[src/rtl/core/hff_pkg.sv]
// ----------------------------------------------------------------------------
// hff_pkg
// Shared types, constants and the digit lookup of the hex field formatter.
// ----------------------------------------------------------------------------
package hff_pkg;

    // Largest width or precision honored; larger requests saturate here.
    localparam int MAX_FIELD = 64;
    // Bits of the spec fields and of the pad, zero and total character counts.
    localparam int CNT_W = 7;

    localparam logic [7:0] CH_SPACE = 8'h20;
    localparam logic [7:0] CH_ZERO  = 8'h30;
    localparam logic [7:0] CH_LOW_A = 8'h61;
    localparam logic [7:0] CH_UP_A  = 8'h41;

    localparam logic [1:0] PAD_RIGHT = 2'd0;
    localparam logic [1:0] PAD_LEFT  = 2'd1;
    localparam logic [1:0] PAD_ZERO  = 2'd2;

    // One classified field, as the back end needs it.
    typedef struct packed {
        logic [31:0]      value;
        logic             upper;
        logic             pad_zero;
        logic [CNT_W-1:0] pre;
        logic [CNT_W-1:0] zeros;
        logic [3:0]       ndig;
        logic [CNT_W-1:0] post;
        logic [CNT_W-1:0] total;
    } t_desc;

    function automatic logic [7:0] hex_char(input logic [3:0] nib, input logic upper);
        logic [7:0] ch;
        if (nib < 4'd10) begin
            ch = CH_ZERO + {4'd0, nib};
        end else if (upper) begin
            ch = CH_UP_A + {4'd0, nib} - 8'd10;
        end else begin
            ch = CH_LOW_A + {4'd0, nib} - 8'd10;
        end
        return ch;
    endfunction

endpackage

[src/rtl/core/hff_front.sv]
// ----------------------------------------------------------------------------
// hff_front
// Classifies one field spec into pad, zero and digit counts.
// ----------------------------------------------------------------------------
module hff_front import hff_pkg::*; (
    input  logic             i_accept,
    input  logic [31:0]      i_value,
    input  logic             i_upper_case,
    input  logic [CNT_W-1:0] i_field_width,
    input  logic [CNT_W-1:0] i_precision,
    input  logic             i_precision_given,
    input  logic [1:0]       i_pad_mode,
    output logic             o_push,
    output t_desc            o_desc
);

    logic [CNT_W-1:0] width;
    logic [CNT_W-1:0] prec;
    logic [3:0]       ndig;
    logic [CNT_W-1:0] ndig_w;
    logic [CNT_W-1:0] zeros;
    logic [CNT_W-1:0] body;
    logic [CNT_W-1:0] pad;
    logic             left;

    always_comb begin
        width = (i_field_width > CNT_W'(MAX_FIELD)) ? CNT_W'(MAX_FIELD) : i_field_width;
        if (!i_precision_given) begin
            prec = '0;
        end else begin
            prec = (i_precision > CNT_W'(MAX_FIELD)) ? CNT_W'(MAX_FIELD) : i_precision;
        end
    end

    // Digit count is the position of the highest nonzero nibble; a zero value
    // prints one digit unless an explicit precision of zero suppresses it.
    always_comb begin
        ndig = 4'd1;
        for (int k = 1; k < 8; k++) begin
            if (i_value[4*k +: 4] != 4'd0) begin
                ndig = 4'(k + 1);
            end
        end
        if (i_value == 32'd0 && i_precision_given && prec == '0) begin
            ndig = 4'd0;
        end
    end

    always_comb begin
        ndig_w = {{(CNT_W-4){1'b0}}, ndig};
        zeros  = (prec > ndig_w) ? prec - ndig_w : '0;
        body   = ndig_w + zeros;
        pad    = (width > body) ? width - body : '0;
        left   = (i_pad_mode == PAD_LEFT);
    end

    always_comb begin
        o_desc.value    = i_value;
        o_desc.upper    = i_upper_case;
        o_desc.pad_zero = (i_pad_mode == PAD_ZERO) && !i_precision_given;
        o_desc.pre      = left ? '0 : pad;
        o_desc.zeros    = zeros;
        o_desc.ndig     = ndig;
        o_desc.post     = left ? pad : '0;
        o_desc.total    = body + pad;
    end

    // An empty field produces no characters, so it never enters the queue.
    assign o_push = i_accept && (body + pad != '0);

endmodule

[src/rtl/core/hff_queue.sv]
// ----------------------------------------------------------------------------
// hff_queue
// Two-entry queue of classified fields between front and back end.
// ----------------------------------------------------------------------------
module hff_queue import hff_pkg::*; (
    input  logic  i_clk,
    input  logic  i_rst_n,
    input  logic  i_push,
    input  t_desc i_desc,
    input  logic  i_pop,
    output logic  o_full,
    output logic  o_empty,
    output t_desc o_desc
);

    t_desc      r_mem [2];
    logic       r_wr;
    logic       r_rd;
    logic [1:0] r_cnt;
    logic [1:0] n_cnt;

    always_ff @(posedge i_clk) begin
        if (i_push) begin
            r_mem[r_wr] <= i_desc;
        end
    end

    always_comb begin
        n_cnt = r_cnt;
        if (i_push && !i_pop) begin
            n_cnt = r_cnt + 2'd1;
        end else if (i_pop && !i_push) begin
            n_cnt = r_cnt - 2'd1;
        end
    end

    always_ff @(posedge i_clk) begin
        if (!i_rst_n) begin
            r_wr  <= 1'b0;
            r_rd  <= 1'b0;
            r_cnt <= 2'd0;
        end else begin
            if (i_push) begin
                r_wr <= ~r_wr;
            end
            if (i_pop) begin
                r_rd <= ~r_rd;
            end
            r_cnt <= n_cnt;
        end
    end

    assign o_full  = (r_cnt == 2'd2);
    assign o_empty = (r_cnt == 2'd0);
    assign o_desc  = r_mem[r_rd];

endmodule

[src/rtl/core/hff_back.sv]
// ----------------------------------------------------------------------------
// hff_back
// Walks one field through its pad, zero and digit runs, one character a cycle unless stalled.
// ----------------------------------------------------------------------------
module hff_back import hff_pkg::*; (
    input  logic       i_clk,
    input  logic       i_rst_n,
    input  logic       i_empty,
    input  t_desc      i_desc,
    output logic       o_pop,
    input  logic       i_stall,
    output logic       o_valid,
    output logic [7:0] o_character,
    output logic       o_last
);

    logic             r_busy;
    logic [31:0]      r_value;
    logic             r_upper;
    logic             r_pad_zero;
    logic [CNT_W-1:0] r_pre;
    logic [CNT_W-1:0] r_zeros;
    logic [3:0]       r_dig;
    logic [CNT_W-1:0] r_post;
    logic [CNT_W-1:0] r_left;
    logic             r_out_valid;
    logic [7:0]       r_out_char;
    logic             r_out_last;

    logic       advance;
    logic       finish;
    logic [2:0] nib_idx;
    logic [7:0] cur_char;

    assign advance = r_busy && (!r_out_valid || !i_stall);
    assign finish  = advance && (r_left == CNT_W'(1));
    assign o_pop   = !i_empty && (!r_busy || finish);
    assign nib_idx = 3'(r_dig - 4'd1);

    always_comb begin
        if (r_pre != '0) begin
            cur_char = r_pad_zero ? CH_ZERO : CH_SPACE;
        end else if (r_zeros != '0) begin
            cur_char = CH_ZERO;
        end else if (r_dig != 4'd0) begin
            cur_char = hex_char(r_value[{nib_idx, 2'b00} +: 4], r_upper);
        end else begin
            cur_char = CH_SPACE;
        end
    end

    always_ff @(posedge i_clk) begin
        if (o_pop) begin
            r_value    <= i_desc.value;
            r_upper    <= i_desc.upper;
            r_pad_zero <= i_desc.pad_zero;
            r_pre      <= i_desc.pre;
            r_zeros    <= i_desc.zeros;
            r_dig      <= i_desc.ndig;
            r_post     <= i_desc.post;
            r_left     <= i_desc.total;
        end else if (advance) begin
            r_left <= r_left - CNT_W'(1);
            if (r_pre != '0) begin
                r_pre <= r_pre - CNT_W'(1);
            end else if (r_zeros != '0) begin
                r_zeros <= r_zeros - CNT_W'(1);
            end else if (r_dig != 4'd0) begin
                r_dig <= r_dig - 4'd1;
            end else begin
                r_post <= r_post - CNT_W'(1);
            end
        end
    end

    always_ff @(posedge i_clk) begin
        if (advance) begin
            r_out_char <= cur_char;
            r_out_last <= (r_left == CNT_W'(1));
        end
    end

    always_ff @(posedge i_clk) begin
        if (!i_rst_n) begin
            r_busy      <= 1'b0;
            r_out_valid <= 1'b0;
        end else begin
            if (o_pop) begin
                r_busy <= 1'b1;
            end else if (finish) begin
                r_busy <= 1'b0;
            end
            if (advance) begin
                r_out_valid <= 1'b1;
            end else if (!i_stall) begin
                r_out_valid <= 1'b0;
            end
        end
    end

    assign o_valid     = r_out_valid;
    assign o_character = r_out_char;
    assign o_last      = r_out_last;

endmodule

[src/rtl/core/hex_field_formatter.sv]
// ----------------------------------------------------------------------------
// hex_field_formatter
// Prints a 32-bit value as printf-style hexadecimal text, one ASCII per word.
// ----------------------------------------------------------------------------
// Usage: the input channel takes one field spec per word (value, case, width,
// precision and its given flag, pad mode) when i_valid is high and o_stall is
// low. The output channel gives one ASCII character per word when o_valid is
// high and i_stall is low; o_last marks the final character of each field.
// A field that prints nothing (zero value, given precision of zero, width of
// zero) produces no output word at all.
// Path: with the back end idle, an accepted spec goes into the queue, then into
// the back-end field registers, and its first character into the output register.
// Throughput: the character sequencer in the back end sends one character per
// cycle while the receiver does not stall; a field has max(width, digits plus
// precision zeros) characters, 1 to 64, and consecutive fields follow with no
// gap. A two-word queue lets the front accept specs while the back end prints.
// Reset: synchronous and active low; it empties the queue and drops any word
// in flight. When the receiver stalls, the current character holds on the
// outputs, the sequencer waits, and o_stall rises once the queue is full.
// ----------------------------------------------------------------------------
module hex_field_formatter import hff_pkg::*; (
    input  logic             i_clk,
    input  logic             i_rst_n,
    input  logic             i_valid,
    output logic             o_stall,
    input  logic [31:0]      i_value,
    input  logic             i_upper_case,
    input  logic [CNT_W-1:0] i_field_width,
    input  logic [CNT_W-1:0] i_precision,
    input  logic             i_precision_given,
    input  logic [1:0]       i_pad_mode,
    output logic             o_valid,
    input  logic             i_stall,
    output logic [7:0]       o_character,
    output logic             o_last
);

    logic  accept;
    logic  push;
    logic  pop;
    logic  full;
    logic  empty;
    t_desc front_desc;
    t_desc queue_desc;

    // The stall is the registered full flag of the queue, so it never
    // depends on the input valid.
    assign o_stall = full;
    assign accept  = i_valid && !full;

    // Front end: saturates the spec and works out every run length.
    hff_front u_front (
        .i_accept          (accept),
        .i_value           (i_value),
        .i_upper_case      (i_upper_case),
        .i_field_width     (i_field_width),
        .i_precision       (i_precision),
        .i_precision_given (i_precision_given),
        .i_pad_mode        (i_pad_mode),
        .o_push            (push),
        .o_desc            (front_desc)
    );

    hff_queue u_queue (
        .i_clk   (i_clk),
        .i_rst_n (i_rst_n),
        .i_push  (push),
        .i_desc  (front_desc),
        .i_pop   (pop),
        .o_full  (full),
        .o_empty (empty),
        .o_desc  (queue_desc)
    );

    // Back end: loads the next field on the cycle the last character of the
    // current one enters the output register, so fields run back to back.
    hff_back u_back (
        .i_clk       (i_clk),
        .i_rst_n     (i_rst_n),
        .i_empty     (empty),
        .i_desc      (queue_desc),
        .o_pop       (pop),
        .i_stall     (i_stall),
        .o_valid     (o_valid),
        .o_character (o_character),
        .o_last      (o_last)
    );

endmodule

[config.mk]
export PLATFORM = sky130hd
export DESIGN_NAME = hex_field_formatter
export DESIGN_NICKNAME = d
export VERILOG_FILES = /design/src/rtl/core/hff_pkg.sv /design/src/rtl/core/hff_front.sv /design/src/rtl/core/hff_queue.sv /design/src/rtl/core/hff_back.sv /design/src/rtl/core/hex_field_formatter.sv
export SDC_FILE = /design/constraint.sdc
export NUM_CORES = 1
export LEC_CHECK = 0
export BUFFER_PORTS_ARGS = -buffer_cell sky130_fd_sc_hd__buf_2
export CORE_MARGIN = 3
export CORE_UTILIZATION = 35
export CTS_CLUSTER_SIZE = 25
export DETAILED_ROUTE_END_ITERATION = 16
export GPL_TIMING_DRIVEN = 0
export MAX_ROUTING_LAYER = met4
export PLACE_DENSITY = 0.54
export SLEW_MARGIN = 15
export SYNTH_ARGS = -nofsm -noshare
export SYNTH_HDL_FRONTEND = slang
export SYNTH_SLANG_ARGS = --single-unit
export TNS_END_PERCENT = 10
[constraint.sdc]
create_clock -name i_clk -period 30 [get_ports i_clk]
set_input_delay 4.5 -clock i_clk [delete_from_list [all_inputs] [get_ports i_clk]]
set_output_delay 4.5 -clock i_clk [all_outputs]
set_load 0.005 [all_outputs]
Word-level counts from Yosys, hierarchy flattened:

Memory sizes are Yosys's and may differ from the RTL's. A register that Yosys moved wholly into a read port is not among the register bits.
Index checks and enable logic that the tools add are counted.

* reduce and logical (&&, ||, !) cells: 43
* multiplexer cells: 45
* magnitude comparators: 5
* equal/unequal tests: 7
* shifts and indexed selects: 1
* $add $sub $neg: 15
* bitwise logic cells: 2

Operator list (count)
* 7-bit 2-to-1 mux: 16
* 8-bit 2-to-1 mux: 5
* 32-bit zero test: 1
* 4-bit nonzero test: 8
* 32-bit by 6-bit indexed part select with 4-bit output: 1
* 4-bit 2-to-1 mux: 7
* 7-bit nonzero test: 3
* 7-bit by 1-bit subtractor with 7-bit output, second input constant: 3
* 7-bit by 4-bit adder with 8-bit output, first input constant: 2
* 8-bit by 4-bit subtractor with 8-bit output, second input constant: 2
* 7-bit > comparator, second input constant: 2
* 3-bit 2-to-1 mux: 4
* 2-bit nonzero test: 6
* 1-bit logical AND: 10
* 1-bit zero test: 8
* 1-bit 2-to-1 mux: 8
* 2-bit 2-to-1 mux: 4
* 4-bit by 7-bit adder with 7-bit output: 1
* 6-bit by 4-bit adder with 7-bit output, first input constant: 1
* 7-bit adder: 1
* 7-bit by 1-bit equality test with 1-bit output, second input constant: 1
* 7-bit by 4-bit > comparator with 1-bit output: 1
* 7-bit > comparator: 1
* 7-bit zero test: 1
* 17 further kinds: 21

* register bits: 74
* memories: 1
* logic and storage cells: 133
* input port bits: 54
* bits in writable memories: 132
* output and inout port bits: 11

Memories
* u_queue.r_mem: words 2, bits a word 66, rd ports 1, clocked after Yosys merged registers in 1, wr ports 1, RTL line hff_queue.sv:16 `t_desc r_mem [2];`

Longest topological paths before layout:

* depth in word-level cells: 21
* depth in mapped cells: 39
* depth with buffers taken out: 39

Cells and area by module:

A second synthesis with hierarchy kept.

* cell total of the unflattened synthesis: 675
* area total of the unflattened synthesis: 9992.1 um^2

By module, submodules not included
* hff_queue: area an instance 4988.5 um^2, cells an instance 227, seq. area each 4063.9 um^2, times used 1
* hff_back: area an instance 3337.0 um^2, cells an instance 209, seq. area each 2052.0 um^2, times used 1
* hff_front: area an instance 1652.8 um^2, cells an instance 238, seq. area each 0.0 um^2, times used 1
* hex_field_formatter: area an instance 13.8 um^2, cells an instance 1, seq. area each 0.0 um^2, times used 1

Least setup slack after synthesis:

Ideal clock, no wire load.

* path type: input port to flip-flop
* start: in i_value[17]
* end: mem u_queue.r_mem[0][0] in the netlist's numbering, enable pin
* buffers on the path: 0
* slack: 16851 ps
* stages on the path: 32
* data arrival time: 12703 ps
* required time: 29554 ps
* setup time: 446 ps
* path through: or4_1 -> nor2_1 -> nand3_1 -> o21ai_0 -> o21bai_1 -> ha_1 -> and4b_1 -> a211oi_2 -> a41oi_1 -> or2_2 -> and2_1 -> fa_1 -> a21o_1 -> a21oi_1 -> xnor2_1 -> inv_1 -> ha_1 -> o21ai_0 -> a21boi_0 -> o21ai_0 -> a21oi_1 -> nor2b_1 -> ha_1 -> inv_1 -> fa_1 -> nor2b_1 -> o31a_1 -> o21ai_0 -> nand2b_1 -> a21oi_2 -> o211a_4 -> nor4_4

RTL lines
* from (decl): RTL line hex_field_formatter.sv:26 `input logic [31:0] i_value,`
* to (decl): RTL line hff_queue.sv:16

==> out/summary.md <==
Entering global routing, the biggest net connects 51 pins. The I/O pin count is 65. After clock tree synthesis, the flow added hold-fix buffers numbering 0. Timing analysis after detailed placement gives a worst setup slack of 16.08 ns. 0 antenna diodes ended up in the layout. The worst hold path depth is 1. Derived from the worst setup path, the maximum achievable clock frequency is 0.0737 GHz. The tools report the required arrival time at the worst endpoint as 30.35 ns. After global routing the overflow that remains totals 0. The logs give 0 for the total number of yosys warnings and 4 for the maximum level of the CTS H-tree. Setup violations remaining at the end of the flow were counted as 0. In this run the mean area of a mapped cell was 14.3 sq um. The run gives 989 uW as the overall power consumption. For this run, design rule violations remaining after detail routing come to 0. For the normalized max-slew margin, the log shows 24.8%. The maximum root-to-sink buffer count was 2. Setup slack on the worst reg-to-reg path comes out at 26.44 ns.

For the register area share after synthesis, the log shows 63.9%. The worst setup path is launched from an input pin. The worst endpoint data arrival time was 13.92 ns. The number of enable flip-flop cells after synthesis is 185, and the number of antenna violations at the first check in global routing is 0.

The number of global-route vias before repair came out at 5311. The transition time at the pin with the least slew margin is 1.12 ns, and the relative area change from synthesis to final layout is 16.1%. Highest ir drop seen on vdd: 47.5 uV. The average wire length per cell after detail routing came out at 17.1 um.

Once placement finished, the instance area stood at 9740 sq um. Setup repair after global routing left no endpoint under its margin. At the end of routability-driven placement, the weighted congestion stood at 0.850. After clock tree synthesis, the clock-pin slew on the worst setup and hold paths is 0.06 ns.

For the worst-skew pair, the clock arrives at the later sink with an insertion delay of 0.43 ns. The worst min-delay path category was reg2reg. The critical path starts at i_value[1]. The first global-routing pass estimated 28700 um of wire.

Counting flops with an async set or reset pin after synthesis yields a share of 0%. In this run the static leakage power is 0.00377 uW. The tools report the worst setup slack after layout as 16.43 ns. Synthesis instantiated 51 different standard cells from the library. The run gives 712 as the total nets after synthesis. Input and output buffers added on the ports amount to 63. Power spread over the standard cell area amounts to 95.6 nW/um^2. The endpoint identified for the worst register-to-register timing path is u_back.o_character[4]. Along the worst path, the maximum fanout reaches 7. For the netlist area before placement, the log shows 8910 sq um. The post-CTS setup repair buffer count is 0, and the via total after detailed routing is 5203.

The finished cells cover 10400 sq um. The worst path uses 45.2% of the clock period. After the last flow step, the layout net total stands at 801. Clock tree synthesis selected as its root buffer the cell sky130_fd_sc_hd__clkbuf_16. The number of non-filler instances in the completed layout was 1051; the number of resized instances in the post-cts repair step was 0. The total of flip-flops plus latches after synthesis is 192, and the DRC marker count from the first detailed-route iteration is 397.

Among all flip-flop cells after synthesis, the most frequent one is sky130_fd_sc_hd__edfxtp_1. The floorplan has 57 rows. In the routed layout, each cell is associated on average with a via count of 4.95.

The run finished with clean final reports. The number of clock sinks seen by CTS is 192, and the initial core utilization is 36.1%. The clock period could shrink to 13.57 ns.

The startpoint identified for the worst register-to-register timing path is u_back.r_dig[0]. The cell count after synthesis came out at 625. The length in cells of the worst reg-to-reg path is 10, and the number of failing hold endpoints at the final stage is 0. For the setup clock skew after layout, the log shows 0.0112 ns. Across every metal layer, demand over resource in global routing totals 14.2%. The floorplan step set the die height to 166 um.

Library cell appearing most often on the critical path: sky130_fd_sc_hd__ha_1. The count of nets left with antenna violations once routing finished came out at 0. For this run, the detailed router's first-pass iteration total came to 4. Setup total negative slack on the finished layout was measured at 0 ns. The run gives 1019 as the number of cells in the design after placement.

Area of the die: 27400 sq um. The post-route netlist has 22.1% of its cells at a drive strength greater than 1. The run gives 0 as the final count of pins violating max slew. The post-DP HPWL came out at 13700 um.

The largest individual stage delay along the critical path comes from the cell sky130_fd_sc_hd__nor4_1. The endpoint of the most critical setup path was u_queue.r_cnt[1]. The path type of the worst setup path was in2reg. For the max capacitance violation total, the log shows 0. In this run the standard cell core region covers 24700 sq um. The routed design has 18000 um of wire.

TritonCTS built the clock tree. Buffers inserted during clock tree synthesis total 17. For this run, the slowest stage of the critical path takes 0.94 ns. STA classifies the critical path endpoint as a flop.

In this run the horizontal extent of the chip is 166 um.
final cells by class:
cell class / instances / area, sq um
plain buffers: 17 / 68.8
clock inverters: 15 / 185
inverters: 31 / 116
multi-input cells: 385 / 3040
repair buffers: 70 / 419
fillers: 2290 / 14300
well taps: 324 / 405
flip-flops and latches: 192 / 5700
clock buffers: 17 / 425
cell usage after synthesis (8+ instances only):
master / number / area share, %
sky130_fd_sc_hd__xor2_1: 14 / 1.4
sky130_fd_sc_hd__a211oi_1: 11 / 0.93
sky130_fd_sc_hd__nand2_1: 28 / 1.2
sky130_fd_sc_hd__nor2_1: 34 / 1.4
sky130_fd_sc_hd__xnor2_1: 18 / 1.8
sky130_fd_sc_hd__nor3_1: 8 / 0.45
sky130_fd_sc_hd__mux2_2: 36 / 4.5
sky130_fd_sc_hd__inv_1: 31 / 1.3
sky130_fd_sc_hd__mux4_2: 8 / 2.0
sky130_fd_sc_hd__o21ai_0: 27 / 1.5
sky130_fd_sc_hd__a21oi_1: 33 / 1.9
sky130_fd_sc_hd__mux2i_1: 22 / 2.5
sky130_fd_sc_hd__and2_1: 17 / 1.2
sky130_fd_sc_hd__nor4_1: 8 / 0.56
sky130_fd_sc_hd__nor2b_1: 21 / 1.5
sky130_fd_sc_hd__ha_1: 29 / 4.1
sky130_fd_sc_hd__edfxtp_1: 185 / 62
sky130_fd_sc_hd__clkbuf_1: 12 / 0.51
where the power goes:
part / switching [uW] / leakage (uW) / internal, uW
clock: 106 / 0.000300 / 121
combinational: 191 / 0.00167 / 136
sequential: 31.1 / 0.00180 / 405
total: 328 / 0.00377 / 662
cells in the final DEF (no fill, tap or decap), drive strengths merged, types with 9 or more instances in the layout:
cell type / Yosys / layout
nand2: 28 / 28
and2: 17 / 17
a21oi: 34 / 34
edfxtp: 185 / 185
xnor2: 18 / 18
a211oi: 12 / 12
nor4: 9 / 9
nor2b: 21 / 21
buf: 5 / 75
ha: 29 / 29
inv: 31 / 41
mux2i: 22 / 22
mux2: 36 / 36
clkbuf: 12 / 29
xor2: 14 / 14
o21ai: 27 / 27
nor2: 34 / 34
worst min-delay path by stage:
stage / start / end / slack, ns
floorplan: u_back.r_busy / u_back.o_valid / 0.46
global placement: u_back.r_busy / u_back.o_valid / 0.48
detailed placement: u_back.r_busy / u_back.o_valid / 0.49
CTS: u_back.r_busy / u_back.o_valid / 0.51
global route: u_back.r_busy / u_back.o_valid / 0.53
finish: u_back.r_busy / u_back.o_valid / 0.51
routing by layer:
| layer | vias to the layer above | routed length [um] | global-route usage [%] | part of all wire [%] |
|---|---|---|---|---|
| met3 | 20 | 750 | 2.72 | 4.2 |
| met1 | 2539 | 8710 | 19.5 | 48 |
| met5 | - | 0 | - | 0 |
| met4 | 0 | 301 | 4.46 | 1.7 |
| met2 | 108 | 8210 | 21.6 | 46 |
| li1 | 2536 | - | - | - |
logic make-up (layout without fill, tap and decap cells):
group | after synthesis | count (layout) | synth area share (%)
other | 1 | 1 | 0.0421
multiplexers | 66 | 66 | 9.04
buffers and inverters | 48 | 150 | 2.06
AO/OA/AOI/OAI | 105 | 105 | 7.78
AND/OR/NAND/NOR | 148 | 148 | 9.06
XOR/XNOR | 32 | 32 | 3.14
adder cells (fa/ha/maj) | 33 | 33 | 4.97
flip-flops | 192 | 192 | 63.9
worst max-delay path: cells and delay by family:
family / cells / cell delay (ns)
fa+ha+maj: 7 / 2.33
buf+inv: 4 / 0.32
simple gates: 11 / 3.92
xor+xnor: 1 / 0.23
compound gates: 11 / 2.58
metrics by stage:
step           hold WS, ns  utilization [%]
6_report             0.505             41.9
5_1_grt              0.529             41.9
4_1_cts              0.512             41.9
3_5_place_dp         0.489             39.5
3_3_place_gp         0.481             39.0
2_1_floorplan        0.464                -
sequential cells by signal, indices dropped and copies added, names as in the netlist, named ones only:
name                count
u_back.r_upper          1
u_back.o_last           1
u_queue.r_cnt           2
u_back.r_left           7
u_back.r_pre            7
u_back.r_zeros          7
u_back.r_value         32
u_queue.r_rd            1
u_back.o_character      7
u_queue.r_mem         118
u_back.o_valid          1
u_back.r_pad_zero       1
u_queue.r_wr            1
u_back.r_dig            4
u_back.r_busy           1
Power figures use the tool's default switching activity.
